File: config.mk
export PLATFORM = sky130hd
export DESIGN_NAME = source_char_tokenizer
export DESIGN_NICKNAME = d
export VERILOG_FILES = /design/src/design/sct_pkg.sv /design/src/design/sct_tok_buf.sv /design/src/design/source_char_tokenizer.sv
export SDC_FILE = /design/constraint.sdc
export NUM_CORES = 1
export LEC_CHECK = 0
export BUFFER_PORTS_ARGS = -buffer_cell sky130_fd_sc_hd__buf_2
export CAP_MARGIN = 10
export CELL_PAD_IN_SITES_DETAIL_PLACEMENT = 0
export CELL_PAD_IN_SITES_GLOBAL_PLACEMENT = 1
export CORE_MARGIN = 4
export CORE_UTILIZATION = 48
export CTS_CLUSTER_DIAMETER = 120
export DETAILED_ROUTE_END_ITERATION = 8
export MAX_ROUTING_LAYER = met4
export PLACE_DENSITY_LB_ADDON = 0.3
export SETUP_SLACK_MARGIN = 0.4
export SLEW_MARGIN = 0
export SYNTH_ARGS = -nofsm -noshare
export SYNTH_HDL_FRONTEND = slang
export SYNTH_HIERARCHICAL = 1
export SYNTH_SLANG_ARGS = --single-unit
File: constraint.sdc
create_clock -name i_clk -period 5.13 [get_ports i_clk]
set_clock_uncertainty 0.05 [all_clocks]
set_input_delay 0.513 -clock i_clk [delete_from_list [all_inputs] [get_ports i_clk]]
set_output_delay 0.513 -clock i_clk [all_outputs]
set_load 0.02 [all_outputs]
File: src/design/sct_pkg.sv
// ----------------------------------------------------------------------------
// sct_pkg: shared types and constants of the source character tokenizer
// Token record, lexer modes, token kinds and the character codes that the
// lexer tests for.
// ----------------------------------------------------------------------------
package sct_pkg;

    localparam int COUNTER_BITS = 16;
    localparam int MAX_RES      = 3;

    typedef logic [COUNTER_BITS-1:0] t_count;

    typedef enum logic [7:0] {
        MODE_NORMAL = 8'b0000_0001,
        MODE_OP     = 8'b0000_0010,
        MODE_CBODY  = 8'b0000_0100,
        MODE_CESC   = 8'b0000_1000,
        MODE_CCLOSE = 8'b0001_0000,
        MODE_SBODY  = 8'b0010_0000,
        MODE_SESC   = 8'b0100_0000,
        MODE_ERROR  = 8'b1000_0000
    } t_mode;

    localparam logic [3:0] KIND_LPAREN = 4'd0;
    localparam logic [3:0] KIND_RPAREN = 4'd1;
    localparam logic [3:0] KIND_LBRACE = 4'd2;
    localparam logic [3:0] KIND_RBRACE = 4'd3;
    localparam logic [3:0] KIND_LBRACK = 4'd4;
    localparam logic [3:0] KIND_RBRACK = 4'd5;
    localparam logic [3:0] KIND_ARITH  = 4'd6;
    localparam logic [3:0] KIND_ASSIGN = 4'd7;
    localparam logic [3:0] KIND_LOGIC  = 4'd8;
    localparam logic [3:0] KIND_SPACE  = 4'd9;
    localparam logic [3:0] KIND_APOS   = 4'd10;
    localparam logic [3:0] KIND_TEXT   = 4'd11;
    localparam logic [3:0] KIND_QUOTE  = 4'd12;
    localparam logic [3:0] KIND_ERROR  = 4'd13;

    localparam logic [7:0] CH_TAB    = 8'h09;
    localparam logic [7:0] CH_LF     = 8'h0A;
    localparam logic [7:0] CH_VT     = 8'h0B;
    localparam logic [7:0] CH_FF     = 8'h0C;
    localparam logic [7:0] CH_CR     = 8'h0D;
    localparam logic [7:0] CH_SPACE  = 8'h20;
    localparam logic [7:0] CH_BANG   = 8'h21;
    localparam logic [7:0] CH_QUOTE  = 8'h22;
    localparam logic [7:0] CH_PCT    = 8'h25;
    localparam logic [7:0] CH_APOS   = 8'h27;
    localparam logic [7:0] CH_LPAREN = 8'h28;
    localparam logic [7:0] CH_RPAREN = 8'h29;
    localparam logic [7:0] CH_STAR   = 8'h2A;
    localparam logic [7:0] CH_PLUS   = 8'h2B;
    localparam logic [7:0] CH_MINUS  = 8'h2D;
    localparam logic [7:0] CH_SLASH  = 8'h2F;
    localparam logic [7:0] CH_LT     = 8'h3C;
    localparam logic [7:0] CH_EQ     = 8'h3D;
    localparam logic [7:0] CH_GT     = 8'h3E;
    localparam logic [7:0] CH_LBRACK = 8'h5B;
    localparam logic [7:0] CH_BSLASH = 8'h5C;
    localparam logic [7:0] CH_RBRACK = 8'h5D;
    localparam logic [7:0] CH_LBRACE = 8'h7B;
    localparam logic [7:0] CH_RBRACE = 8'h7D;

    typedef struct packed {
        logic [3:0]  kind;
        logic [7:0]  first_char;
        logic [7:0]  second_char;
        logic        has_second;
        logic [15:0] line;
        logic [15:0] column;
    } t_token;

    typedef t_token [MAX_RES-1:0] t_batch;

    function automatic logic [15:0] clamp16(input t_count v);
        logic [31:0] w;
        w = 32'(v);
        if (w > 32'd65535) begin
            return 16'hFFFF;
        end
        return w[15:0];
    endfunction

    function automatic t_token make_tok(
        input logic [3:0] kind,
        input logic [7:0] a,
        input logic [7:0] b,
        input logic       has,
        input t_count     line,
        input t_count     col
    );
        t_token t;
        t.kind        = kind;
        t.first_char  = a;
        t.second_char = has ? b : 8'd0;
        t.has_second  = has;
        t.line        = clamp16(line);
        t.column      = clamp16(col);
        return t;
    endfunction

endpackage

File: src/design/sct_tok_buf.sv
// ----------------------------------------------------------------------------
// sct_tok_buf: result buffer of the tokenizer
// Holds the up to three tokens of one request and hands them out in order,
// one per output transfer, reporting how many are still pending.
// ----------------------------------------------------------------------------
module sct_tok_buf (
    input  logic                  i_clk,
    input  logic                  i_rst_n,
    input  logic                  i_load,
    input  sct_pkg::t_batch       i_batch,
    input  logic [1:0]            i_count,
    input  logic                  i_pop,
    output sct_pkg::t_token       o_head,
    output logic [1:0]            o_count
);
    import sct_pkg::*;

    t_batch     r_batch;
    t_batch     n_batch;
    logic [1:0] r_count;
    logic [1:0] n_count;

    always_comb begin
        n_batch = r_batch;
        n_count = r_count;
        if (i_load) begin
            n_batch = i_batch;
            n_count = i_count;
        end else if (i_pop) begin
            n_batch[0] = r_batch[1];
            n_batch[1] = r_batch[2];
            n_count    = r_count - 2'd1;
        end
    end

    always_ff @(posedge i_clk) begin
        r_batch <= n_batch;
        if (!i_rst_n) begin
            r_count <= 2'd0;
        end else begin
            r_count <= n_count;
        end
    end

    assign o_head  = r_batch[0];
    assign o_count = r_count;

`ifndef SYNTHESIS
    a_load_when_free: assert property (@(posedge i_clk) disable iff (!i_rst_n)
        i_load |-> (r_count == 2'd0 || (r_count == 2'd1 && i_pop)))
        else $error("tok_buf: load while tokens still pending");
    a_pop_nonempty: assert property (@(posedge i_clk) disable iff (!i_rst_n)
        i_pop |-> r_count != 2'd0)
        else $error("tok_buf: pop from empty buffer");
    a_pop_count: assert property (@(posedge i_clk) disable iff (!i_rst_n)
        (!i_load && i_pop) |=> r_count == $past(r_count) - 2'd1)
        else $error("tok_buf: count did not drop on pop");
`endif

endmodule

File: src/design/source_char_tokenizer.sv
// ----------------------------------------------------------------------------
// source_char_tokenizer: streaming character lexer
// Takes one source byte per request and emits up to three tagged tokens with
// line and column, holding =, !, < and > for one byte of lookahead.
//
//   channel | direction | handshake                  | payload
//   in      | input     | i_in_valid / o_in_ready    | i_ch, i_end_of_code
//   out     | output    | o_out_valid / i_out_ready  | o_kind .. o_last_of_run
//
// A request is lexed in the cycle it is accepted; its tokens sit in the
// result buffer and leave one per cycle while the output is ready.
// The next request is taken while the last pending token is being taken.
// Reset (synchronous, active low) empties the buffer and returns to line 1,
// column 1 in normal mode. Output stalls hold the buffer and the input.
// ----------------------------------------------------------------------------
module source_char_tokenizer (
    input  logic        i_clk,
    input  logic        i_rst_n,
    input  logic        i_in_valid,
    output logic        o_in_ready,
    input  logic [7:0]  i_ch,
    input  logic        i_end_of_code,
    output logic        o_out_valid,
    input  logic        i_out_ready,
    output logic [3:0]  o_kind,
    output logic [7:0]  o_first_char,
    output logic [7:0]  o_second_char,
    output logic        o_has_second,
    output logic [15:0] o_line,
    output logic [15:0] o_column,
    output logic        o_last_of_run
);
    import sct_pkg::*;

    t_mode      r_mode;
    t_mode      n_mode;
    logic [7:0] r_held_op;
    logic [7:0] n_held_op;
    t_count     r_held_col;
    t_count     n_held_col;
    logic [7:0] r_esc_lead;
    logic [7:0] n_esc_lead;
    t_count     r_line;
    t_count     n_line;
    t_count     r_col;
    t_count     n_col;

    t_batch     batch;
    logic [1:0] tok_count;
    logic       do_normal;
    logic       accept;
    logic       pop;
    t_token     head;
    logic [1:0] buf_count;

    assign pop        = o_out_valid && i_out_ready;
    assign o_in_ready = (buf_count == 2'd0) || (buf_count == 2'd1 && i_out_ready);
    assign accept     = i_in_valid && o_in_ready;

    always_comb begin
        n_mode     = r_mode;
        n_held_op  = r_held_op;
        n_held_col = r_held_col;
        n_esc_lead = r_esc_lead;
        n_line     = r_line;
        n_col      = r_col;
        batch      = '0;
        tok_count  = 2'd0;
        do_normal  = 1'b0;

        case (r_mode)
            MODE_OP: begin
                n_held_op = 8'd0;
                n_mode    = MODE_NORMAL;
                if (i_ch == CH_EQ) begin
                    batch[tok_count] = make_tok(KIND_LOGIC, r_held_op, i_ch, 1'b1,
                                                r_line, r_held_col);
                    tok_count = tok_count + 2'd1;
                end else begin
                    batch[tok_count] = make_tok(
                        (r_held_op == CH_EQ) ? KIND_ASSIGN : KIND_LOGIC,
                        r_held_op, 8'd0, 1'b0, r_line, r_held_col);
                    tok_count = tok_count + 2'd1;
                    do_normal = 1'b1;
                end
            end
            MODE_CBODY: begin
                if (i_ch == CH_BSLASH) begin
                    n_esc_lead = i_ch;
                    n_held_col = r_col;
                    n_mode     = MODE_CESC;
                end else if (i_ch == CH_APOS) begin
                    batch[tok_count] = make_tok(KIND_ERROR, i_ch, 8'd0, 1'b0, r_line, r_col);
                    tok_count = tok_count + 2'd1;
                    n_mode    = MODE_ERROR;
                end else begin
                    batch[tok_count] = make_tok(KIND_TEXT, i_ch, 8'd0, 1'b0, r_line, r_col);
                    tok_count = tok_count + 2'd1;
                    n_mode    = MODE_CCLOSE;
                end
            end
            MODE_CESC: begin
                batch[tok_count] = make_tok(KIND_TEXT, r_esc_lead, i_ch, 1'b1,
                                            r_line, r_held_col);
                tok_count = tok_count + 2'd1;
                n_mode    = MODE_CCLOSE;
            end
            MODE_CCLOSE: begin
                if (i_ch == CH_APOS) begin
                    batch[tok_count] = make_tok(KIND_APOS, i_ch, 8'd0, 1'b0, r_line, r_col);
                    n_mode = MODE_NORMAL;
                end else begin
                    batch[tok_count] = make_tok(KIND_ERROR, i_ch, 8'd0, 1'b0, r_line, r_col);
                    n_mode = MODE_ERROR;
                end
                tok_count = tok_count + 2'd1;
            end
            MODE_SBODY: begin
                if (i_ch == CH_QUOTE) begin
                    batch[tok_count] = make_tok(KIND_QUOTE, i_ch, 8'd0, 1'b0, r_line, r_col);
                    tok_count = tok_count + 2'd1;
                    n_mode    = MODE_NORMAL;
                end else if (i_ch == CH_BSLASH) begin
                    n_esc_lead = i_ch;
                    n_held_col = r_col;
                    n_mode     = MODE_SESC;
                end else begin
                    batch[tok_count] = make_tok(KIND_TEXT, i_ch, 8'd0, 1'b0, r_line, r_col);
                    tok_count = tok_count + 2'd1;
                end
            end
            MODE_SESC: begin
                batch[tok_count] = make_tok(KIND_TEXT, r_esc_lead, i_ch, 1'b1,
                                            r_line, r_held_col);
                tok_count = tok_count + 2'd1;
                n_mode    = MODE_SBODY;
            end
            MODE_ERROR: begin
                batch[tok_count] = make_tok(KIND_ERROR, i_ch, 8'd0, 1'b0, r_line, r_col);
                tok_count = tok_count + 2'd1;
            end
            default: begin
                n_mode    = MODE_NORMAL;
                do_normal = 1'b1;
            end
        endcase

        if (do_normal) begin
            case (i_ch)
                CH_LPAREN, CH_RPAREN, CH_LBRACE, CH_RBRACE, CH_LBRACK, CH_RBRACK: begin
                    case (i_ch)
                        CH_LPAREN: batch[tok_count] = make_tok(KIND_LPAREN, i_ch, 8'd0,
                                                               1'b0, r_line, r_col);
                        CH_RPAREN: batch[tok_count] = make_tok(KIND_RPAREN, i_ch, 8'd0,
                                                               1'b0, r_line, r_col);
                        CH_LBRACE: batch[tok_count] = make_tok(KIND_LBRACE, i_ch, 8'd0,
                                                               1'b0, r_line, r_col);
                        CH_RBRACE: batch[tok_count] = make_tok(KIND_RBRACE, i_ch, 8'd0,
                                                               1'b0, r_line, r_col);
                        CH_LBRACK: batch[tok_count] = make_tok(KIND_LBRACK, i_ch, 8'd0,
                                                               1'b0, r_line, r_col);
                        default:   batch[tok_count] = make_tok(KIND_RBRACK, i_ch, 8'd0,
                                                               1'b0, r_line, r_col);
                    endcase
                    tok_count = tok_count + 2'd1;
                end
                CH_PLUS, CH_MINUS, CH_STAR, CH_SLASH, CH_PCT: begin
                    batch[tok_count] = make_tok(KIND_ARITH, i_ch, 8'd0, 1'b0, r_line, r_col);
                    tok_count = tok_count + 2'd1;
                end
                CH_EQ, CH_BANG, CH_LT, CH_GT: begin
                    n_held_op  = i_ch;
                    n_held_col = r_col;
                    n_mode     = MODE_OP;
                end
                CH_SPACE, CH_TAB, CH_LF, CH_VT, CH_FF, CH_CR: begin
                    batch[tok_count] = make_tok(KIND_SPACE, i_ch, 8'd0, 1'b0, r_line, r_col);
                    tok_count = tok_count + 2'd1;
                end
                CH_APOS: begin
                    batch[tok_count] = make_tok(KIND_APOS, i_ch, 8'd0, 1'b0, r_line, r_col);
                    tok_count = tok_count + 2'd1;
                    n_mode    = MODE_CBODY;
                end
                CH_QUOTE: begin
                    batch[tok_count] = make_tok(KIND_QUOTE, i_ch, 8'd0, 1'b0, r_line, r_col);
                    tok_count = tok_count + 2'd1;
                    n_mode    = MODE_SBODY;
                end
                default: begin
                end
            endcase
        end

        if (i_end_of_code) begin
            if (n_mode == MODE_OP) begin
                batch[tok_count] = make_tok(
                    (n_held_op == CH_EQ) ? KIND_ASSIGN : KIND_LOGIC,
                    n_held_op, 8'd0, 1'b0, r_line, n_held_col);
                tok_count = tok_count + 2'd1;
                n_mode    = MODE_NORMAL;
            end else if (n_mode != MODE_NORMAL && n_mode != MODE_ERROR) begin
                batch[tok_count] = make_tok(KIND_ERROR, i_ch, 8'd0, 1'b0, r_line, r_col);
                tok_count = tok_count + 2'd1;
                n_mode    = MODE_ERROR;
            end
            n_held_op  = 8'd0;
            n_held_col = t_count'(1);
            n_line     = t_count'(1);
            n_col      = t_count'(1);
        end else if (i_ch == CH_LF) begin
            if (r_line != '1) begin
                n_line = r_line + t_count'(1);
            end
            n_col = t_count'(1);
        end else if (r_col != '1) begin
            n_col = r_col + t_count'(1);
        end
    end

    always_ff @(posedge i_clk) begin
        if (!i_rst_n) begin
            r_mode     <= MODE_NORMAL;
            r_held_op  <= 8'd0;
            r_held_col <= t_count'(1);
            r_esc_lead <= 8'd0;
            r_line     <= t_count'(1);
            r_col      <= t_count'(1);
        end else if (accept) begin
            r_mode     <= n_mode;
            r_held_op  <= n_held_op;
            r_held_col <= n_held_col;
            r_esc_lead <= n_esc_lead;
            r_line     <= n_line;
            r_col      <= n_col;
        end
    end

    sct_tok_buf u_tok_buf (
        .i_clk   (i_clk),
        .i_rst_n (i_rst_n),
        .i_load  (accept),
        .i_batch (batch),
        .i_count (tok_count),
        .i_pop   (pop),
        .o_head  (head),
        .o_count (buf_count)
    );

    assign o_out_valid   = buf_count != 2'd0;
    assign o_kind        = head.kind;
    assign o_first_char  = head.first_char;
    assign o_second_char = head.second_char;
    assign o_has_second  = head.has_second;
    assign o_line        = head.line;
    assign o_column      = head.column;
    assign o_last_of_run = buf_count == 2'd1;

`ifndef SYNTHESIS
    a_mode_onehot: assert property (@(posedge i_clk) disable iff (!i_rst_n)
        $onehot(r_mode))
        else $error("tokenizer: mode register not one-hot");
    a_error_sticky: assert property (@(posedge i_clk) disable iff (!i_rst_n)
        (r_mode == MODE_ERROR) |=> (r_mode == MODE_ERROR))
        else $error("tokenizer: left error mode without reset");
    a_eoc_rewind: assert property (@(posedge i_clk) disable iff (!i_rst_n)
        (accept && i_end_of_code) |=> (r_line == t_count'(1) && r_col == t_count'(1)
                                       && r_held_op == 8'd0))
        else $error("tokenizer: position not rewound after end of code");
`endif

endmodule
==> results_dict.tcl <==
set metrics [dict create \
    outcome "completed" \
    r2r_end "u_tok_buf/o_head[8]" \
    required_ns 5.36 \
    crit_slowest_cell "and2_1" \
    ys_warn_count 6 \
    ys_top_cells_by_count "159 x edfxtp_1, 107 x mux2_2, 74 x dfxtp_1" \
    slowest_delay_ns 0.44 \
    nets 1070 \
    worstMarginPinSlew_ns 0.948 \
    synth_area_leaders "edfxtp_1 40%, dfxtp_1 12%, mux2_2 10%" \
    synth_top_cell_area_share_pct 39.6 \
    worstPathArrival_ns 4.40 \
    finalCritPeriodShare_pct 81.3 \
    critical_path.endpoint_type "register" \
    max_freq_mhz 240 \
    drt-total-wl_um 26800 \
    worst-path-buf-inv 1 \
    synth-edff-count 159 \
    cp_top_family "simple AND/OR/NAND/NOR gates" \
    cp_num_cells 13 \
    yosysTopAreaCell "edfxtp_1" \
    wire_per_inst_um 19.2 \
    setup_viol 0 \
    globalplace.congestion 0.947 \
    fin_area_um2 13100 \
    die_y_um 166 \
    grt_pass1_wl_um 43100 \
    drive_above_1_share_pct 25.3 \
    async_flop_share_pct 0 \
    syn_avg_cell_area_um2 11.6 \
    cts_tree "done" \
    powerDensity_nw_per_um2 361 \
    maxSlewHeadroom_pct 36.2 \
    hold_buffers 0 \
    htreeDepth 1 \
    ir_worst_vdd_mv 0.218 \
    placementRows 57 \
    antenna_cells 0 \
    regToRegSetupSlack_ns 0.96 \
    ant_nets 0 \
    hp-class "in2reg" \
    grt_max_degree 77 \
    clk_latency_ns 0.54 \
    cts_setup_buffers 0 \
    clock_path_buffers 3 \
    yosysSeqAreaShare_pct 51.9 \
    worstSetupPathType "reg2reg" \
    whs_path_depth 2 \
    port_buffers 68 \
    syn_area_um2 12100 \
    syn_inst 1043 \
    antenna_found_initial 0 \
    cts_root_buf "clkbuf_16" \
    vias 8012 \
    hold_violations 0 \
    placed_area_um2 12200 \
    area_growth_pct 8.41 \
    grt_pass1_vias 7831 \
    clkTransAtPathRegs_ns 0.06 \
    yosysMostFrequentCell "edfxtp_1" \
    power.leakage_nw 4.76 \
    tns_ns 0 \
    cts_buffers 25 \
    synth_seq_cells 233 \
    die_area_um2 27700 \
    gr-usage-all-layers_pct 19.3 \
    coreArea_um2 24500 \
    drt_iter0_drc 680 \
    hp-start "i_rst_n" \
    drtPass1Iterations 5 \
    ff2ff_path_depth 13 \
    drv_cap 0 \
    maxSlewViolCount 0 \
    grt_remaining_overflow 0 \
    vias_per_cell 5.75 \
    ys_types 91 \
    post_cts_resize_count 0 \
    cts.sinks 233 \
    initial_utilization_pct 49.1 \
    rsz0062_at_grt "false" \
    hpwl_um 17300 \
    worst_setup_path_start_kind "register" \
    worstPathCellList "nor4_4 -> nand4b_1 -> o22ai_2 -> nor3_2 -> inv_2 -> ha_1 -> mux2i_1 -> ha_1 -> and2_1 -> nand3_1 -> and2_1 -> a22o_1 -> mux2_2" \
    crit_fanout 16 \
    drc_errors 0 \
    worstHoldEndpoint "r_line[0]" \
    period_minus_slack_ns 4.17 \
    synth_ff_type "edfxtp_1" \
    ios 69 \
    r2r-start "r_mode[5]" \
    die_width_um 166 \
]
## registers in the layout, summed over array words and instances (netlist names), 8 cells and up
| register | flops |
|---|---|
| u_tok_buf/r_batch | 106 |
| r_col | 16 |
| r_held_col | 16 |
| u_tok_buf/o_head | 53 |
| r_held_op | 8 |
| r_mode | 8 |
| r_esc_lead | 8 |
| r_line | 16 |
## logic make-up (layout without fill, tap and decap cells)
family	after synthesis	after routing	share of synthesized area, %
xor+xnor	27	27	1.96
other cells	1	18	0.0311
buf+inv	143	152	7.33
compound gates	170	170	10.9
mux	110	110	10.2
fa+ha+maj	6	6	0.623
flops	233	233	51.9
simple gates	353	353	17.0
## report_power, final
group	total [mW]	internal [mW]	leakage, nW	switching, mW
clock network	1.78	1.03	0.403	0.746
logic	0.620	0.223	2.17	0.396
registers	2.32	2.26	2.19	0.0559
total	4.71	3.52	4.76	1.20
## stage by stage
step           power (mW)  cells  hold WS [ns]  utilization, %  worst slack [ns]
6_report             4.71   1393         0.368            53.2             0.957
5_1_grt              4.91   1393         0.376            53.2             0.645
4_1_cts              4.78   1393         0.345            53.2             0.988
3_5_place_dp         2.98   1348         0.398            49.9             0.644
3_3_place_gp         2.97   1348         0.396            49.9             0.779
2_1_floorplan        2.90   1060         0.375               -             0.923
## cell usage in the layout, fill, tap and decap left out, types with 7 or more instances in the layout
master	netlist	routed
nand4_1	15	15
or3_1	13	13
mux2_2	107	107
clkbuf_16	0	25
inv_1	16	16
nand2_1	43	43
a22o_1	38	38
and3_1	18	18
and2_1	38	38
buf_2	20	68
nand3_1	18	18
nor3_1	28	28
a22oi_1	7	7
conb_1	1	18
xor2_1	15	15
o21a_1	7	7
nor2b_1	59	59
a32o_1	8	8
xnor2_1	12	12
nor2_1	66	66
dfxtp_1	74	74
a21oi_1	21	21
nand2b_1	7	7
buf_4	57	17
o21ai_0	32	32
edfxtp_1	159	159
## worst max-delay path by stage
stage	end	startpoint
2_1_floorplan	u_tok_buf/o_head[0]	i_out_ready
3_3_place_gp	u_tok_buf/o_head[9]	i_ch[0]
3_5_place_dp	u_tok_buf/o_head[8]	i_ch[0]
4_1_cts	u_tok_buf/o_head[8]	r_mode[1]
5_1_grt	u_tok_buf/o_head[0]	r_mode[5]
6_report	u_tok_buf/o_head[8]	r_mode[5]
## routing by layer
metal	global-route usage, %	wire length (um)	up-vias
li1	-	-	3793
met1	26.0	11900	3935
met3	2.92	1570	46
met4	4.45	517	0
met2	31.2	12800	238
met5	-	0	-
## layout make-up
type	instances	area (um^2)
multi-input combinational	684	4980
fill	2206	11500
tap	324	405
sequential	233	6260
clock inverter	13	109
clock buffer	32	712
timing repair buffer	88	528
inverter	19	76.3
Power figures use the tool's default switching activity.
